===== src/rtl/dqs_pkg.sv =====
// dqs_pkg: shared types and constants for the deque_with_search block.
// Used by dqs_ctrl, dqs_datapath, deque_with_search and dqs_checker.
// No dependencies.
package dqs_pkg;

   localparam int DEPTH_DEFAULT = 16;

   localparam int ACTION_W   = 3;
   localparam int VALUE_W    = 32;
   localparam int STATUS_W   = 2;
   localparam int POS_W      = 7;
   localparam int COUNT_W    = 7;
   localparam int REQ_DATA_W = 32;
   localparam int RSP_DATA_W = 48;

   localparam logic [POS_W-1:0] POS_NONE = '1;

   typedef enum logic [ACTION_W-1:0] {
      ACT_PUSH_FRONT = 3'd0,
      ACT_PUSH_BACK  = 3'd1,
      ACT_POP_FRONT  = 3'd2,
      ACT_POP_BACK   = 3'd3,
      ACT_READ_ALL   = 3'd4,
      ACT_SEARCH     = 3'd5,
      ACT_CLEAR      = 3'd6
   } dqs_action_type;

   typedef enum logic [STATUS_W-1:0] {
      STAT_OK    = 2'd0,
      STAT_EMPTY = 2'd1,
      STAT_FULL  = 2'd2,
      STAT_MISS  = 2'd3
   } dqs_status_type;

   typedef enum logic [2:0] {
      S_IDLE,
      S_EXEC,
      S_WAIT,
      S_POP,
      S_WALK,
      S_CMP
   } dqs_state_type;

   typedef enum logic [1:0] {
      RD_FRONT,
      RD_BACK,
      RD_NEXT
   } dqs_rdsel_type;

   typedef enum logic [2:0] {
      OUT_OK,
      OUT_EMPTY,
      OUT_FULL,
      OUT_DATA,
      OUT_FOUND,
      OUT_MISS
   } dqs_outkind_type;

   typedef enum logic [2:0] {
      UPD_NONE,
      UPD_PUSH_FRONT,
      UPD_PUSH_BACK,
      UPD_POP_FRONT,
      UPD_POP_BACK,
      UPD_CLEAR
   } dqs_upd_type;

   typedef struct packed {
      logic            capture;
      logic            scan_start;
      logic            scan_step;
      logic            mem_rd;
      dqs_rdsel_type   rd_sel;
      logic            out_load;
      dqs_outkind_type out_kind;
      logic            out_last;
      dqs_upd_type     upd;
   } dqs_cmd_type;

   typedef struct packed {
      logic [ACTION_W-1:0] action;
      logic                empty;
      logic                full;
      logic                out_free;
      logic                match;
      logic                scan_last;
   } dqs_stat_type;

endpackage


===== src/rtl/deque_with_search.sv =====
// deque_with_search: bounded double-ended queue of signed 32-bit items with search.
// Top level; instantiates dqs_ctrl and dqs_datapath. Depends on dqs_pkg.
//
//   channel | dir | handshake            | payload
//   req     | in  | req_tvalid/tready    | tuser[2:0] action, tdata[31:0] value
//   rsp     | out | rsp_tvalid/tready    | tuser status, tdata data/position/empty/count,
//           |     |                      | tlast last
//
// Push, clear: result is loaded in EXEC. Pop: EXEC, WAIT, then POP (one registered RAM read).
// Read all: one item per cycle while rsp is not stalled; search: walks from the front to a match or the back.
// The ring RAM has a single read port and is walked one entry per cycle.
// Synchronous reset empties the queue; RAM contents are not cleared.
// A stalled rsp freezes the walk; one finished result may wait while a new request is taken.
module deque_with_search #(
   parameter int DEPTH = dqs_pkg::DEPTH_DEFAULT
) (
   input  logic                              clock,
   input  logic                              reset,
   input  logic                              req_tvalid,
   output logic                              req_tready,
   input  logic [dqs_pkg::REQ_DATA_W-1:0]    req_tdata,   // [31:0] value
   input  logic [dqs_pkg::ACTION_W-1:0]      req_tuser,   // [2:0] action
   output logic                              rsp_tvalid,
   input  logic                              rsp_tready,
   output logic [dqs_pkg::RSP_DATA_W-1:0]    rsp_tdata,   // [31:0] data, [38:32] position,
                                                          // [39] empty, [46:40] count, [47] 0
   output logic [dqs_pkg::STATUS_W-1:0]      rsp_tuser,   // [1:0] status
   output logic                              rsp_tlast
);

   dqs_pkg::dqs_cmd_type         cmd;
   dqs_pkg::dqs_stat_type        stat;
   dqs_pkg::dqs_status_type      status;
   logic [dqs_pkg::VALUE_W-1:0]  data;
   logic [dqs_pkg::POS_W-1:0]    position;
   logic                         empty_flag;
   logic [dqs_pkg::COUNT_W-1:0]  count;

   dqs_ctrl u_ctrl (
      .clock      (clock),
      .reset      (reset),
      .req_tvalid (req_tvalid),
      .req_tready (req_tready),
      .stat       (stat),
      .cmd        (cmd)
   );

   dqs_datapath #(
      .DEPTH (DEPTH)
   ) u_datapath (
      .clock        (clock),
      .reset        (reset),
      .req_action   (req_tuser),
      .req_value    (req_tdata[dqs_pkg::VALUE_W-1:0]),
      .cmd          (cmd),
      .stat         (stat),
      .rsp_tready   (rsp_tready),
      .rsp_tvalid   (rsp_tvalid),
      .rsp_status   (status),
      .rsp_data     (data),
      .rsp_position (position),
      .rsp_empty    (empty_flag),
      .rsp_count    (count),
      .rsp_last     (rsp_tlast)
   );

   assign rsp_tdata = {1'b0, count, empty_flag, position, data};
   assign rsp_tuser = status;

endmodule


===== src/rtl/dqs_ctrl.sv =====
// dqs_ctrl: operation sequencer for deque_with_search.
// Drives dqs_datapath through dqs_pkg::dqs_cmd_type, reads dqs_pkg::dqs_stat_type.
// Depends on dqs_pkg.
module dqs_ctrl (
   input  logic                 clock,
   input  logic                 reset,
   input  logic                 req_tvalid,
   output logic                 req_tready,
   input  dqs_pkg::dqs_stat_type stat,
   output dqs_pkg::dqs_cmd_type  cmd
);

   dqs_pkg::dqs_state_type state_ff, state_in;

   always_ff @(posedge clock) begin
      if (reset) begin
         state_ff <= dqs_pkg::S_IDLE;
      end else begin
         state_ff <= state_in;
      end
   end

   always_comb begin
      state_in = state_ff;
      case (state_ff)
         dqs_pkg::S_IDLE: begin
            if (req_tvalid) state_in = dqs_pkg::S_EXEC;
         end
         dqs_pkg::S_EXEC: begin
            case (stat.action)
               dqs_pkg::ACT_PUSH_FRONT, dqs_pkg::ACT_PUSH_BACK, dqs_pkg::ACT_CLEAR: begin
                  if (stat.out_free) state_in = dqs_pkg::S_IDLE;
               end
               dqs_pkg::ACT_POP_FRONT, dqs_pkg::ACT_POP_BACK, dqs_pkg::ACT_READ_ALL,
               dqs_pkg::ACT_SEARCH: begin
                  if (!stat.empty) state_in = dqs_pkg::S_WAIT;
                  else if (stat.out_free) state_in = dqs_pkg::S_IDLE;
               end
               default: state_in = dqs_pkg::S_IDLE;
            endcase
         end
         dqs_pkg::S_WAIT: begin
            case (stat.action)
               dqs_pkg::ACT_READ_ALL: state_in = dqs_pkg::S_WALK;
               dqs_pkg::ACT_SEARCH:   state_in = dqs_pkg::S_CMP;
               default:               state_in = dqs_pkg::S_POP;
            endcase
         end
         dqs_pkg::S_POP: begin
            if (stat.out_free) state_in = dqs_pkg::S_IDLE;
         end
         dqs_pkg::S_WALK: begin
            if (stat.out_free && stat.scan_last) state_in = dqs_pkg::S_IDLE;
         end
         dqs_pkg::S_CMP: begin
            if ((stat.match || stat.scan_last) && stat.out_free) state_in = dqs_pkg::S_IDLE;
         end
         default: state_in = dqs_pkg::S_IDLE;
      endcase
   end

   always_comb begin
      cmd        = '0;
      req_tready = 1'b0;
      case (state_ff)
         dqs_pkg::S_IDLE: begin
            req_tready  = 1'b1;
            cmd.capture = req_tvalid;
         end
         dqs_pkg::S_EXEC: begin
            cmd.out_last = 1'b1;
            case (stat.action)
               dqs_pkg::ACT_PUSH_FRONT, dqs_pkg::ACT_PUSH_BACK: begin
                  cmd.out_load = stat.out_free;
                  if (stat.full) begin
                     cmd.out_kind = dqs_pkg::OUT_FULL;
                  end else begin
                     cmd.out_kind = dqs_pkg::OUT_OK;
                     if (stat.out_free) begin
                        cmd.upd = (stat.action == dqs_pkg::ACT_PUSH_FRONT) ?
                                  dqs_pkg::UPD_PUSH_FRONT : dqs_pkg::UPD_PUSH_BACK;
                     end
                  end
               end
               dqs_pkg::ACT_CLEAR: begin
                  cmd.out_load = stat.out_free;
                  cmd.out_kind = dqs_pkg::OUT_OK;
                  if (stat.out_free) cmd.upd = dqs_pkg::UPD_CLEAR;
               end
               dqs_pkg::ACT_POP_FRONT, dqs_pkg::ACT_POP_BACK, dqs_pkg::ACT_READ_ALL: begin
                  if (stat.empty) begin
                     cmd.out_load = stat.out_free;
                     cmd.out_kind = dqs_pkg::OUT_EMPTY;
                  end else begin
                     cmd.mem_rd     = 1'b1;
                     cmd.scan_start = 1'b1;
                     cmd.rd_sel     = (stat.action == dqs_pkg::ACT_POP_BACK) ?
                                      dqs_pkg::RD_BACK : dqs_pkg::RD_FRONT;
                  end
               end
               dqs_pkg::ACT_SEARCH: begin
                  if (stat.empty) begin
                     cmd.out_load = stat.out_free;
                     cmd.out_kind = dqs_pkg::OUT_MISS;
                  end else begin
                     cmd.mem_rd     = 1'b1;
                     cmd.scan_start = 1'b1;
                     cmd.rd_sel     = dqs_pkg::RD_FRONT;
                  end
               end
               default: ;
            endcase
         end
         dqs_pkg::S_POP: begin
            cmd.out_load = stat.out_free;
            cmd.out_kind = dqs_pkg::OUT_DATA;
            cmd.out_last = 1'b1;
            if (stat.out_free) begin
               cmd.upd = (stat.action == dqs_pkg::ACT_POP_BACK) ?
                         dqs_pkg::UPD_POP_BACK : dqs_pkg::UPD_POP_FRONT;
            end
         end
         dqs_pkg::S_WALK: begin
            cmd.out_load = stat.out_free;
            cmd.out_kind = dqs_pkg::OUT_DATA;
            cmd.out_last = stat.scan_last;
            if (stat.out_free && !stat.scan_last) begin
               cmd.scan_step = 1'b1;
               cmd.mem_rd    = 1'b1;
               cmd.rd_sel    = dqs_pkg::RD_NEXT;
            end
         end
         dqs_pkg::S_CMP: begin
            cmd.out_last = 1'b1;
            if (stat.match) begin
               cmd.out_load = stat.out_free;
               cmd.out_kind = dqs_pkg::OUT_FOUND;
            end else if (stat.scan_last) begin
               cmd.out_load = stat.out_free;
               cmd.out_kind = dqs_pkg::OUT_MISS;
            end else begin
               cmd.scan_step = 1'b1;
               cmd.mem_rd    = 1'b1;
               cmd.rd_sel    = dqs_pkg::RD_NEXT;
            end
         end
         default: ;
      endcase
   end

endmodule


===== src/rtl/dqs_datapath.sv =====
// dqs_datapath: ring storage, pointers, scan walker and result register.
// Controlled by dqs_ctrl through dqs_pkg::dqs_cmd_type.
// Depends on dqs_pkg.
module dqs_datapath #(
   parameter int DEPTH = dqs_pkg::DEPTH_DEFAULT
) (
   input  logic                               clock,
   input  logic                               reset,
   input  logic [dqs_pkg::ACTION_W-1:0]       req_action,
   input  logic [dqs_pkg::VALUE_W-1:0]        req_value,
   input  dqs_pkg::dqs_cmd_type               cmd,
   output dqs_pkg::dqs_stat_type              stat,
   input  logic                               rsp_tready,
   output logic                               rsp_tvalid,
   output dqs_pkg::dqs_status_type            rsp_status,
   output logic [dqs_pkg::VALUE_W-1:0]        rsp_data,
   output logic [dqs_pkg::POS_W-1:0]          rsp_position,
   output logic                               rsp_empty,
   output logic [dqs_pkg::COUNT_W-1:0]        rsp_count,
   output logic                               rsp_last
);

   localparam int PW = $clog2(DEPTH);
   localparam int CW = $clog2(DEPTH + 1);
   localparam logic [PW:0]   DEPTH_X  = (PW + 1)'(DEPTH);
   localparam logic [PW-1:0] TOP_SLOT = PW'(DEPTH - 1);
   localparam logic [CW-1:0] FULL_CNT = CW'(DEPTH);

   logic [dqs_pkg::VALUE_W-1:0] mem [DEPTH];

   logic [dqs_pkg::ACTION_W-1:0] action_ff;
   logic [dqs_pkg::VALUE_W-1:0]  value_ff;
   logic [PW-1:0]                front_ff, front_in;
   logic [CW-1:0]                count_ff, count_in;
   logic [PW-1:0]                scan_ptr_ff, scan_idx_ff;
   logic [dqs_pkg::VALUE_W-1:0]  rdata_ff;
   logic                         rsp_valid_ff, rsp_valid_in;
   dqs_pkg::dqs_status_type      rsp_status_ff;
   logic [dqs_pkg::VALUE_W-1:0]  rsp_data_ff;
   logic [dqs_pkg::POS_W-1:0]    rsp_pos_ff;
   logic                         rsp_empty_ff;
   logic [dqs_pkg::COUNT_W-1:0]  rsp_count_ff;
   logic                         rsp_last_ff;

   logic [PW:0]   front_x, count_x;
   logic [PW-1:0] tail_slot, back_slot, dec_front, inc_front, next_ptr, rd_addr, wr_addr;
   logic          wr_en;

   function automatic logic [PW-1:0] wrap_sum(input logic [PW:0] s);
      logic [PW:0] d;
      d = s - DEPTH_X;
      if (s >= DEPTH_X) return d[PW-1:0];
      return s[PW-1:0];
   endfunction

   assign front_x   = {1'b0, front_ff};
   assign count_x   = (PW + 1)'(count_ff);
   assign tail_slot = wrap_sum(front_x + count_x);
   assign back_slot = wrap_sum(front_x + count_x - 1'b1);
   assign dec_front = (front_ff == '0) ? TOP_SLOT : front_ff - 1'b1;
   assign inc_front = (front_ff == TOP_SLOT) ? '0 : front_ff + 1'b1;
   assign next_ptr  = (scan_ptr_ff == TOP_SLOT) ? '0 : scan_ptr_ff + 1'b1;

   always_comb begin
      case (cmd.rd_sel)
         dqs_pkg::RD_BACK: rd_addr = back_slot;
         dqs_pkg::RD_NEXT: rd_addr = next_ptr;
         default:          rd_addr = front_ff;
      endcase
   end

   always_comb begin
      front_in = front_ff;
      count_in = count_ff;
      wr_en    = 1'b0;
      wr_addr  = tail_slot;
      case (cmd.upd)
         dqs_pkg::UPD_PUSH_FRONT: begin
            front_in = dec_front;
            count_in = count_ff + 1'b1;
            wr_en    = 1'b1;
            wr_addr  = dec_front;
         end
         dqs_pkg::UPD_PUSH_BACK: begin
            count_in = count_ff + 1'b1;
            wr_en    = 1'b1;
         end
         dqs_pkg::UPD_POP_FRONT: begin
            front_in = inc_front;
            count_in = count_ff - 1'b1;
         end
         dqs_pkg::UPD_POP_BACK: begin
            count_in = count_ff - 1'b1;
         end
         dqs_pkg::UPD_CLEAR: begin
            front_in = '0;
            count_in = '0;
         end
         default: ;
      endcase
   end

   always_ff @(posedge clock) begin
      if (wr_en) mem[wr_addr] <= value_ff;
      if (cmd.mem_rd) rdata_ff <= mem[rd_addr];
   end

   always_ff @(posedge clock) begin
      if (cmd.capture) begin
         action_ff <= req_action;
         value_ff  <= req_value;
      end
      if (cmd.scan_start) begin
         scan_ptr_ff <= front_ff;
         scan_idx_ff <= '0;
      end else if (cmd.scan_step) begin
         scan_ptr_ff <= next_ptr;
         scan_idx_ff <= scan_idx_ff + 1'b1;
      end
   end

   always_ff @(posedge clock) begin
      if (reset) begin
         front_ff <= '0;
         count_ff <= '0;
      end else begin
         front_ff <= front_in;
         count_ff <= count_in;
      end
   end

   assign rsp_valid_in = cmd.out_load | (rsp_valid_ff & ~rsp_tready);

   always_ff @(posedge clock) begin
      if (reset) begin
         rsp_valid_ff <= 1'b0;
      end else begin
         rsp_valid_ff <= rsp_valid_in;
      end
   end

   always_ff @(posedge clock) begin
      if (cmd.out_load) begin
         rsp_count_ff <= dqs_pkg::COUNT_W'(count_in);
         rsp_empty_ff <= (count_in == '0);
         rsp_last_ff  <= cmd.out_last;
         rsp_data_ff  <= '0;
         rsp_pos_ff   <= '0;
         case (cmd.out_kind)
            dqs_pkg::OUT_EMPTY: rsp_status_ff <= dqs_pkg::STAT_EMPTY;
            dqs_pkg::OUT_FULL:  rsp_status_ff <= dqs_pkg::STAT_FULL;
            dqs_pkg::OUT_DATA: begin
               rsp_status_ff <= dqs_pkg::STAT_OK;
               rsp_data_ff   <= rdata_ff;
            end
            dqs_pkg::OUT_FOUND: begin
               rsp_status_ff <= dqs_pkg::STAT_OK;
               rsp_pos_ff    <= dqs_pkg::POS_W'(scan_idx_ff);
            end
            dqs_pkg::OUT_MISS: begin
               rsp_status_ff <= dqs_pkg::STAT_MISS;
               rsp_pos_ff    <= dqs_pkg::POS_NONE;
            end
            default: rsp_status_ff <= dqs_pkg::STAT_OK;
         endcase
      end
   end

   always_comb begin
      stat.action    = action_ff;
      stat.empty     = (count_ff == '0);
      stat.full      = (count_ff == FULL_CNT);
      stat.out_free  = ~rsp_valid_ff | rsp_tready;
      stat.match     = (rdata_ff == value_ff);
      stat.scan_last = ((CW'(scan_idx_ff) + CW'(1)) == count_ff);
   end

   assign rsp_tvalid   = rsp_valid_ff;
   assign rsp_status   = rsp_status_ff;
   assign rsp_data     = rsp_data_ff;
   assign rsp_position = rsp_pos_ff;
   assign rsp_empty    = rsp_empty_ff;
   assign rsp_count    = rsp_count_ff;
   assign rsp_last     = rsp_last_ff;

endmodule


===== config.mk =====
export PLATFORM = sky130hd
export DESIGN_NAME = deque_with_search
export DESIGN_NICKNAME = d
export VERILOG_FILES = /design/src/rtl/dqs_pkg.sv /design/src/rtl/deque_with_search.sv /design/src/rtl/dqs_ctrl.sv /design/src/rtl/dqs_datapath.sv
export SDC_FILE = /design/constraint.sdc
export NUM_CORES = 1
export LEC_CHECK = 0
export ABC_AREA = 1
export BUFFER_PORTS_ARGS = -buffer_cell sky130_fd_sc_hd__buf_2
export CORE_MARGIN = 2
export CORE_UTILIZATION = 50
export CTS_BUF_LIST = sky130_fd_sc_hd__clkbuf_8
export DETAILED_ROUTE_END_ITERATION = 7
export PLACE_DENSITY_LB_ADDON = 0.15
export SLEW_MARGIN = 20
export SYNTH_ARGS = -nofsm -noshare
export SYNTH_HDL_FRONTEND = slang
export SYNTH_SLANG_ARGS = --single-unit

===== constraint.sdc =====
create_clock -name clock -period 14.2 [get_ports clock]
set_input_delay 2.13 -clock clock [delete_from_list [all_inputs] [get_ports clock]]
set_output_delay 2.13 -clock clock [all_outputs]
set_load 0.005 [all_outputs]

### Word level (Yosys, flattened, before mapping)

Memory sizes are Yosys's and may differ from the RTL's. A register that Yosys moved wholly into a read port is not among the register bits.
Cells that the tools add are included.
W data, S select, Z words.

* bits in registers: 104
* latch bits: 0
* bits in writable memories: 512
* memory bits (read-only): 0
* memories: 1

Memory list
* u_datapath.mem: words 16, width 32, read ports 1, clocked after Yosys merged registers in 1, wr ports 1, RTL line dqs_datapath.sv:29 `logic [dqs_pkg::VALUE_W-1:0] mem [DEPTH];`

* add/subtract/negate cells: 11
* $mul: 0
* div/mod/pow operators: 0
* order comparisons: 2
* eq/ne operators: 31
* shifts and indexed selects: 0
* multiplexer cells: 57
* bitwise logic cells: 5
* reductions and logical operators: 19

Operator list (number)
* $mux W4: 17
* $mux W3: 12
* $eq A32 B32 Y1: 1
* $pmux W3 S2: 5
* $eq A3 B3 Y1 const B: 9
* $eq A3 B2 Y1 const B: 8
* $pmux W5 S4: 1
* $pmux W3 S6: 1
* $pmux W4 S4: 1
* $pmux W5 S3: 1
* $pmux W7 S2: 1
* $add A4 B1 Y4 const B: 3
* $eq A3 B1 Y1 const B: 4
* $pmux W4 S3: 1
* $sub A4 B1 Y4 const B: 3
* $mux W1: 11
* $ge A5 B5 Y1 const B: 2
* $logic_not A5 Y1: 2
* $sub A5 B1 Y5 const B: 2
* $pmux W3 S3: 1
* $eq A4 B4 Y1 const B: 2
* $pmux W4 S2: 1
* $logic_not A3 Y1: 2
* $pmux W2 S3: 1
* 24 further kinds: 33

### Longest topological paths before layout

Gate-level depths: netlist (run 1).

* word-level depth: 11
* depth in mapped cells: 23

### Cells and area by module

Synthesis (run 1) repeated with hierarchy kept, for this count alone.

* cells, all modules: 2346
* area total of the unflattened synthesis: 27229.9 um^2

By module, submodules not included
* dqs_datapath: times used 1, cells an instance 2249, area an instance 26685.6 um^2, seq. area each 19168.4 um^2
* dqs_ctrl: times used 1, cells an instance 94, area an instance 525.5 um^2, seq. area each 60.1 um^2
* deque_with_search: times used 1, cells an instance 3, area an instance 18.8 um^2, seq. area each 0.0 um^2

### Worst setup path after synthesis (run 1)

OpenSTA, ideal clock, no wires.

* kind: input to register
* start: input port rsp_tready
* end: register u_datapath.rsp_count_ff (netlist bit u_datapath.rsp_count[0]), enable pin
* arrival time: 5.459 ns
* path slack: 8.227 ns
* cell stages on the path: 2
* cells stage by stage: nor2_2 > o21ai_0

RTL lines
* from (decl): RTL line deque_with_search.sv:24 `input logic rsp_tready,`
* to (signal assigned): RTL line dqs_datapath.sv:144 `rsp_count_ff <= dqs_pkg::COUNT_W'(count_in);`
* to (decl): RTL line dqs_datapath.sv:42 `logic [dqs_pkg::COUNT_W-1:0] rsp_count_ff;`

### Worst setup path in the final report (run 1)

* start: register u_datapath.value_ff[20] in the netlist's numbering
* end: register u_datapath.rdata_ff[3] in the netlist's numbering, read port of u_datapath.mem, data pin

* cells in the longest elaborated chain, start to end: 5
* elaborated cells on any way between the ends: 6
* classes of those cells: eq/ne: 3; mux: 3

RTL lines
* from (decl): RTL line dqs_datapath.sv:32 `logic [dqs_pkg::VALUE_W-1:0] value_ff;`
* from (signal assigned): RTL line dqs_datapath.sv:111 `value_ff <= req_value;`
* $eq A32 B32 Y1 *: RTL line dqs_datapath.sv:174 `stat.match = (rdata_ff == value_ff);`
* $mux W4 *: RTL line dqs_ctrl.sv:135 `if (stat.match) begin`
* $pmux W3 S3 *: RTL line dqs_ctrl.sv:65 `case (state_ff)`
* $eq A2 B2 Y1 / $eq A2 B1 Y1 (equally long branches): RTL line dqs_datapath.sv:65 `case (cmd.rd_sel)`
* $pmux W4 S2: RTL line dqs_datapath.sv:65
* to (decl): RTL line dqs_datapath.sv:36 `logic [dqs_pkg::VALUE_W-1:0] rdata_ff;`

Mark *: on every way between the ends. The rest lies on a longest branch, timed or not.
A chain may end at the register's enable or synchronous reset.

==> impl_metrics.ini, run 1 <==
[yosys]
syn_inst = 2167
yosys_warnings = 0
ys_async_sr_fraction_pct = 0
yosysTopAreaCell = edfxtp_1
synth_edf_count = 629
synth_area_um2 = 27100
synth.top_cell.area_share_pct = 69.6
avgSynthCellArea_um2 = 12.5
yosys_most_used_dff = edfxtp_1
yosysSeqAreaShare_pct = 70.9
ys_ff_latch = 646
synth_area_leaders = edfxtp_1, o211ai_1, nand2_1
synth_cell_types = 42

[grt]
grt_usage_pct = 24.3
grt-ovfl-total = 0
grt_max_degree = 298
grt_first_pass_wirelength_um = 102000
grt_antenna_before_repair = 0
grt_pass1_vias = 16600

[clock_tree]
clk_path_buf_depth = 3
cts-root-buf = clkbuf_8
clkTransAtPathRegs_ps = 60
cts_setup_buffers = 0
cts_resized = 0
clock_sinks = 646
htreeDepth = 3
cts_hold_buf = 0
cts_buffers = 104
clock_latency_ps = 720
cts_tree = done

[worst_setup_path]
critPathMaxStageDelay_ps = 760
path_class = flip-flop to flip-flop
cpMostUsedCell = nand2_1
start_kind = flip-flop
crit_path_end = u_datapath.rdata_ff[3]
cpMaxStageDelayCell = edfxtp_1
required_ps = 14630
crit_chain = xnor2_1 -> nand3_1 -> nor2_1 -> nand2_1 -> nor2_1 -> nand2_1 -> nand3_1 -> nand2_1 -> inv_1 -> ha_1 -> a21oi_1 -> nand2_4 -> nand2_8 -> buf_12 -> buf_16 -> nand2_1 -> o211ai_1 -> o211ai_1 -> nand3_1 -> nand2_1
r2r-end = u_datapath.rdata_ff[3]
cp_data_arrival_time_ps = 6730
cp-end-kind = flip-flop
reg2reg_depth = 20
regToRegStartpoint = u_datapath.value_ff[20]
crit_start = u_datapath.value_ff[20]
r2r_slack_ps = 7910
crit_fanout = 193

[sta]
finalCriticalPeriod_ps = 6290
worst_pin_slew_ps = 1090
setup_tns_ps = 0
slew_violations = 0
finalClockSkew_ps = 45.3
setup_viol = 0
fin_crit_sh_pct = 44.3
whs_ps = 567
fmax_ghz = 0.159
rsz0062_at_grt = false
relSlewSlack_pct = 27.3
timing_hold_violations_final = 0

[placement]
placed_cells = 2861
dp_hpwl_um = 34400
post_dp_cell_area_um2 = 28200
gp_congestion = 0.836
port_buffers = 88

[drt]
met3_length_um = 4480
ant_nets = 0
top_layer = met4
drtPass1Iterations = 5
route.detailed.drc = 0
met2_length_um = 32700
viasPerCell = 5.64
wl_per_cell_um = 22.1
vias = 17200
first_iter_violations = 1592
drt-total-wl_um = 67500
wl_met1_um = 28900

[hold_path]
hold_class = flip-flop to flip-flop
hold_path_depth = 2

[cells_and_area]
instances_no_fill = 3053
antenna_cells = 0
fin_nets = 2326
final_util_pct = 56.4
layout-drive-gt1-share_pct = 13.8
nFillCells = 4408
syn2layout_area_growth_pct = 11.7
design_area_um2 = 30300

[die]
die_h_um = 237
pin_count = 92
start_util_pct = 50.5
fp.coreArea_um2 = 53700
die_area_um2 = 56100
fp-row-count = 85
die_x_um = 237

[run]
cap_violations = 0

[power]
power.density_nw_per_um2 = 134
ir_worst_vdd_v = 0.0000814
cellLeakagePower_nw = 11.3

[run_status]
status = completed
synthesized netlist by cell type, types with 12 or more instances:
master / n
a21oi_1: 106
buf_2: 40
buf_4: 27
clkbuf_1: 40
dfxtp_1: 17
edfxtp_1: 629
ha_1: 13
inv_1: 253
inv_2: 13
nand2_1: 306
nand3_1: 152
nor2_1: 83
o211ai_1: 259
o21ai_0: 105
o21ai_1: 13
or2_2: 12
xnor2_1: 21
area by class of cell:
type / instances / area [µm²] / area share, %
multi-input combinational: 1132 / 6380 / 21.0
inverter: 266 / 1000 / 3.30
timing repair buffer: 122 / 728 / 2.40
clock inverter: 84 / 627 / 2.07
tap: 696 / 871 / 2.87
sequential: 646 / 19200 / 63.4
clock buffer: 107 / 1470 / 4.86
flip-flops by register name (all words and copies together) (netlist names), 2 cells and up:
signal	cells
u_ctrl.state_ff	3
u_datapath.action_ff	3
u_datapath.count_ff	5
u_datapath.front_ff	4
u_datapath.mem	512
u_datapath.rdata_ff	32
u_datapath.rsp_count	5
u_datapath.rsp_data	32
u_datapath.rsp_position	5
u_datapath.rsp_status	2
u_datapath.scan_idx_ff	4
u_datapath.scan_ptr_ff	4
u_datapath.value_ff	32
cell families after synthesis:
kind of cell	share of synthesized area, %
flops	70.9
simple gates	9.31
compound gates	11.8
buf+inv	6.33
xor+xnor	0.932
fa+ha+maj	0.747
other cells	0.0138
layer usage:
layer / up-vias / global-route usage [%]
li1: 8049 / -
met1: 8442 / 33.0
met2: 617 / 40.1
met3: 99 / 3.59
met4: 0 / 8.48
met5: - / 0
stage by stage:
stage	setup WS [ps]	power [W]
final	7910	0.00406
after global routing	7480	0.00421
after CTS	7830	0.00409
after detailed placement	7130	0.00248
after global placement	7270	0.00247
after floorplan	8230	0.00239
worst min path at each step:
stage | from | end
after floorplan | u_datapath.scan_idx_ff[2] | u_datapath.scan_idx_ff[2]
after global placement | u_datapath.count_ff[4] | u_datapath.count_ff[4]
final | u_datapath.count_ff[4] | u_datapath.count_ff[4]
after CTS | u_datapath.count_ff[4] | u_datapath.count_ff[4]
after detailed placement | u_datapath.count_ff[4] | u_datapath.count_ff[4]
after global routing | u_datapath.rdata_ff[0] | u_datapath.rsp_data[0]
power by group:
group | switching [W] | internal, W | total, W | leakage, nW
logic | 0.000174 | 0.0000828 | 0.000256 | 4.30
clock network | 0.000737 | 0.000884 | 0.00162 | 1.16
registers | 0.0000436 | 0.00214 | 0.00218 | 5.84
critical path: cells and delay by family (launching register included):
family	cells	cell delay, ps
XOR/XNOR	1	200
adder cells (fa/ha/maj)	1	320
AO/OA/AOI/OAI	3	490
flip-flops	1	760
AND/OR/NAND/NOR	12	2750
buffers and inverters	3	1100
cell usage in the layout, fill, tap and decap left out, types with 6 or more instances in the layout:
cell type,instances
a21oi_1,106
buf_2,88
buf_4,32
bufinv_16,10
clkbuf_8,107
clkinv_1,28
clkinv_2,14
dfxtp_1,17
edfxtp_1,629
ha_1,13
inv_1,280
inv_2,11
nand2_1,302
nand3_1,152
nand4_1,7
nor2_1,70
nor2_4,14
nor3_1,6
o211ai_1,259
o21ai_0,104
o21ai_1,12
or2_2,12
xnor2_1,21
xor2_1,6
No activity file was read; power rests on OpenSTA's default activity.
==> run 2: changes to the inputs <==
==> constraint.sdc (replaced) <==
create_clock -name clock -period 6.2 [get_ports clock]
set_input_delay 0.93 -clock clock [delete_from_list [all_inputs] [get_ports clock]]
set_output_delay 0.93 -clock clock [all_outputs]
set_load 0.005 [all_outputs]
==> impl_metrics.ini, run 2 (synthesized netlist as in run 1, its figures left out) <==
[run_status]
status = completed

[drt]
drt-total-wl_um = 67500
viasPerCell = 5.63
vias = 17200
ant_nets = 0
drtPass1Iterations = 5
wl_per_cell_um = 22.0
route.detailed.drc = 0
first_iter_violations = 1648

[cells_and_area]
final_cell_mix = edfxtp_1, nand2_1, inv_1, o211ai_1, nand3_1
layout-drive-gt1-share_pct = 14.1
fin_nets = 2333
instances_no_fill = 3064
nFillCells = 4394
register_area_um2 = 19200
final_common_cell = edfxtp_1
syn2layout_area_growth_pct = 11.9
largest_register = u_datapath.mem
largest_reg_flops = 512
multi_input_area_um2 = 6370

[power]
cellLeakagePower_nw = 11.4
power.density_nw_per_um2 = 303
ir_worst_vdd_v = 0.000170

[worst_setup_path]
crit_fanout = 54
path_class = flip-flop to flip-flop
regToRegStartpoint = u_datapath.value_ff[27]
reg2reg_depth = 18
cp_data_arrival_time_ps = 5700
start_kind = flip-flop
r2r-end = u_datapath.rdata_ff[11]
cp-end-kind = flip-flop
r2r_slack_ps = 1060
required_ps = 6760

[die]
die_x_um = 237
fp-row-count = 85
fp.coreArea_um2 = 53700
die_area_um2 = 56100
start_util_pct = 50.5
die_h_um = 237
pin_count = 92

[sta]
relSlewSlack_pct = 23.9
setup_viol = 0
setup_tns_ps = 0
whs_ps = 397
setup_ws_ps = 1060
fin_crit_sh_pct = 82.9
finalClockSkew_ps = 38.9
fmax_ghz = 0.194
worst_pin_slew_ps = 1140
rsz0062_at_grt = false
finalCriticalPeriod_ps = 5140
slew_violations = 0
timing_hold_violations_final = 0

[grt]
grt_pass1_vias = 16400
grt_usage_pct = 24.2
grt_antenna_before_repair = 0
grt_max_degree = 129
grt-ovfl-total = 0
grt_first_pass_wirelength_um = 100000

[placement]
port_buffers = 88
gp_congestion = 0.855
placed_cells = 2869
dp_hpwl_um = 35600
place_ws_ps = 1240

[clock_tree]
cts-root-buf = clkbuf_8
cts_buffers = 104
htreeDepth = 3
clk_path_buf_depth = 3
cts_hold_buf = 0
cts_tree = done
cts_setup_buffers = 0
clkTransAtPathRegs_ps = 60
clock_sinks = 646
cts_resized = 0
clock_latency_ps = 710

[hold_path]
min-delay-start = req_tdata[29]
whs_endpoint = u_datapath.value_ff[29]
hold_path_depth = 1
hold_class = primary input to flip-flop

[run]
cap_violations = 0
==> run 2: worst max-delay path, cell delays in order (launching register included) <==
cell and delay, ps:
edfxtp_1 630, xnor2_1 260, nand2_1 110, nor2_1 210, nand2_1 170, nor2_1 420, nand2_1 310, nand3_1 140
nand2_1 140, inv_1 260, ha_1 270, a21oi_1 120, nand2_4 100, buf_4 470, buf_4 710, a21oi_1 170
o211ai_1 240, nand3_1 110, nand2_1 120
==> run 2: worst max path at each step <==
stage	from	endpoint	slack (ps)	depth (start not counted)
2_1_floorplan	u_datapath.value_ff[10]	u_datapath.rsp_count[0]	1130	9
3_3_place_gp	u_datapath.value_ff[26]	u_datapath.rdata_ff[28]	1280	16
3_5_place_dp	u_datapath.value_ff[28]	u_datapath.rdata_ff[7]	1240	19
4_1_cts	u_datapath.value_ff[27]	u_datapath.rdata_ff[7]	1200	19
5_1_grt	u_datapath.value_ff[26]	u_datapath.rdata_ff[18]	880	19
6_report	u_datapath.value_ff[27]	u_datapath.rdata_ff[11]	1060	18
==> run 2: cell type report <==
class                   count  area share (%)
flip-flops and latches    646            63.3
multi-input cells        1132            21.0
clock buffers             107            4.85
inverters                 266            3.29
well taps                 696            2.87
repair buffers            129            2.84
clock inverters            86            1.84
diodes                      2          0.0165
==> run 2: where the power goes <==
group | total [W] | internal, W | switching [W] | leakage, nW
registers | 0.00500 | 0.00490 | 0.0000984 | 5.84
clock network | 0.00359 | 0.00190 | 0.00169 | 1.15
logic | 0.000602 | 0.000199 | 0.000403 | 4.37
==> run 2: metrics by stage <==
step                utilization (%)  instance area, µm²  total power, W
floorplan                         -               27100         0.00547
global placement               52.7               28300         0.00568
finish                         56.5               30400         0.00919
global route                   56.5               30400         0.00951
CTS                            56.5               30400         0.00926
detailed placement             52.7               28300         0.00569
==> run 2: routing by layer <==
metal	track usage, %	part of all wire (%)	up-vias
met5	0	0	-
met4	9.03	3.3	0
met3	4.51	6.9	133
met2	39.7	48	637
met1	32.5	42	8404
li1	-	-	8075
==> run 3: changes to the inputs <==
==> constraint.sdc (replaced) <==
create_clock -name clock -period 4.63 [get_ports clock]
set_input_delay 0.6945 -clock clock [delete_from_list [all_inputs] [get_ports clock]]
set_output_delay 0.6945 -clock clock [all_outputs]
set_load 0.005 [all_outputs]
==> impl_metrics.ini, run 3 (synthesized netlist as in run 1, its figures left out) <==
[run_status]
status = completed

[hold_path]
hold_path_depth = 1
hold_class = primary input to flip-flop
min-delay-start = req_tdata[5]

[worst_setup_path]
path_class = flip-flop to flip-flop
r2r_slack_ps = 380
critPathMaxStageDelay_ps = 760
crit_family = simple AND/OR/NAND/NOR gates
crit_fanout = 121
reg2reg_depth = 19
path_buf_inv = 2
cpMaxStageDelayCell = edfxtp_1
crit_start = u_datapath.value_ff[5]
start_kind = flip-flop
cp_data_arrival_time_ps = 4700
regToRegStartpoint = u_datapath.value_ff[5]
crit_chain = or2_2 -> nand3_1 -> nor2_1 -> nand2_1 -> nor2_1 -> nand2_1 -> nand3_1 -> nand2_1 -> inv_1 -> ha_1 -> a21oi_1 -> nand2_4 -> nand2_4 -> buf_12 -> nand2_1 -> o211ai_1 -> nand3_1 -> nand3_1 -> nand2_1
cpMostUsedCell = nand2_1
crit_cells = 19
required_ps = 5080
cp-end-kind = flip-flop

[drt]
ant_nets = 0
route.detailed.drc = 0
wl_per_cell_um = 22.0
viasPerCell = 5.65
drtPass1Iterations = 5
drt-total-wl_um = 67800
vias = 17400
first_iter_violations = 1692

[sta]
slew_violations = 0
timing_hold_violations_final = 0
finalClockSkew_ps = 29.6
whs_ps = 165
fin_crit_sh_pct = 91.8
relSlewSlack_pct = 38.8
setup_viol = 0
setup_tns_ps = 0
worst_pin_slew_ps = 916
rsz0062_at_grt = false
fmax_ghz = 0.235
finalCriticalPeriod_ps = 4250

[die]
die_h_um = 237
die_x_um = 237
pin_count = 92
die_area_um2 = 56100
start_util_pct = 50.5
fp-row-count = 85
fp.coreArea_um2 = 53700

[cells_and_area]
syn2layout_area_growth_pct = 12.4
layout-drive-gt1-share_pct = 14.4
final_common_cell = edfxtp_1
final_util_pct = 56.8
largest_register = u_datapath.mem
antenna_cells = 0
fin_nets = 2362
final_cell_mix = edfxtp_1, nand2_1, inv_1, o211ai_1, nand3_1
largest_reg_flops = 512

[grt]
grt_pass1_vias = 16800
grt_usage_pct = 24.3
grt-ovfl-total = 0
grt_first_pass_wirelength_um = 102000
grt_antenna_before_repair = 2
grt_max_degree = 122

[clock_tree]
cts-root-buf = clkbuf_8
htreeDepth = 3
clock_latency_ps = 710
cts_tree = done
cts_buffers = 107
clkTransAtPathRegs_ps = 60
cts_hold_buf = 0
clock_sinks = 646
clk_path_buf_depth = 3

[placement]
port_buffers = 88
gp_congestion = 0.849
dp_hpwl_um = 35500

[power]
ir_worst_vdd_v = 0.000195
power.density_nw_per_um2 = 392
cellLeakagePower_nw = 11.5
power_w = 0.0119

[run]
cap_violations = 0
## run 3: cell type report
class | instances | area [µm²]
Clock inverter | 78 | 347
Clock buffer | 110 | 1510
Sequential cell | 646 | 19200
Tap cell | 696 | 871
Timing Repair Buffer | 155 | 1170
Multi-Input combinational cell | 1132 | 6370
Inverter | 266 | 1000
Fill cell | 4445 | 23200
## run 3: per-stage QoR
step | std cells | area, µm² | setup slack (ps)
floorplan | 2169 | 27100 | 246
global placement | 2889 | 28600 | 388
detailed placement | 2889 | 28600 | 327
CTS | 3077 | 30500 | 299
global route | 3083 | 30500 | 86.9
finish | 3083 | 30500 | 381
## run 3: per-layer routing
metal  track usage, %  part of all wire [%]  routed length (µm)  up-vias
met5                0                     0                   0        -
met2             41.1                    49               33400      607
met1             32.1                    42               28600     8576
met4             8.36                   2.2                1510        0
met3             4.12                   6.3                4240      116
li1                 -                     -                   -     8113
## run 3: final timing paths
path	to
min	u_datapath.value_ff[5]
max reg2reg	u_datapath.rdata_ff[19]
max	u_datapath.rdata_ff[19]
min reg2reg	u_datapath.rsp_data[13]
## run 3: power breakdown
part	switching, W	leakage, nW	internal [W]
clock network	0.00218	1.12	0.00224
registers	0.0000930	5.84	0.00656
logic	0.000586	4.52	0.000289
## run 3: timing repair
| item | 4_1_cts | 5_1_grt |
|---|---|---|
| resized for setup | 0 | 1 |
| hold endpoints to repair | 0 | 0 |
| setup endpoints to repair | 0 | 18 |
| buffers inserted | 0 | 6 |
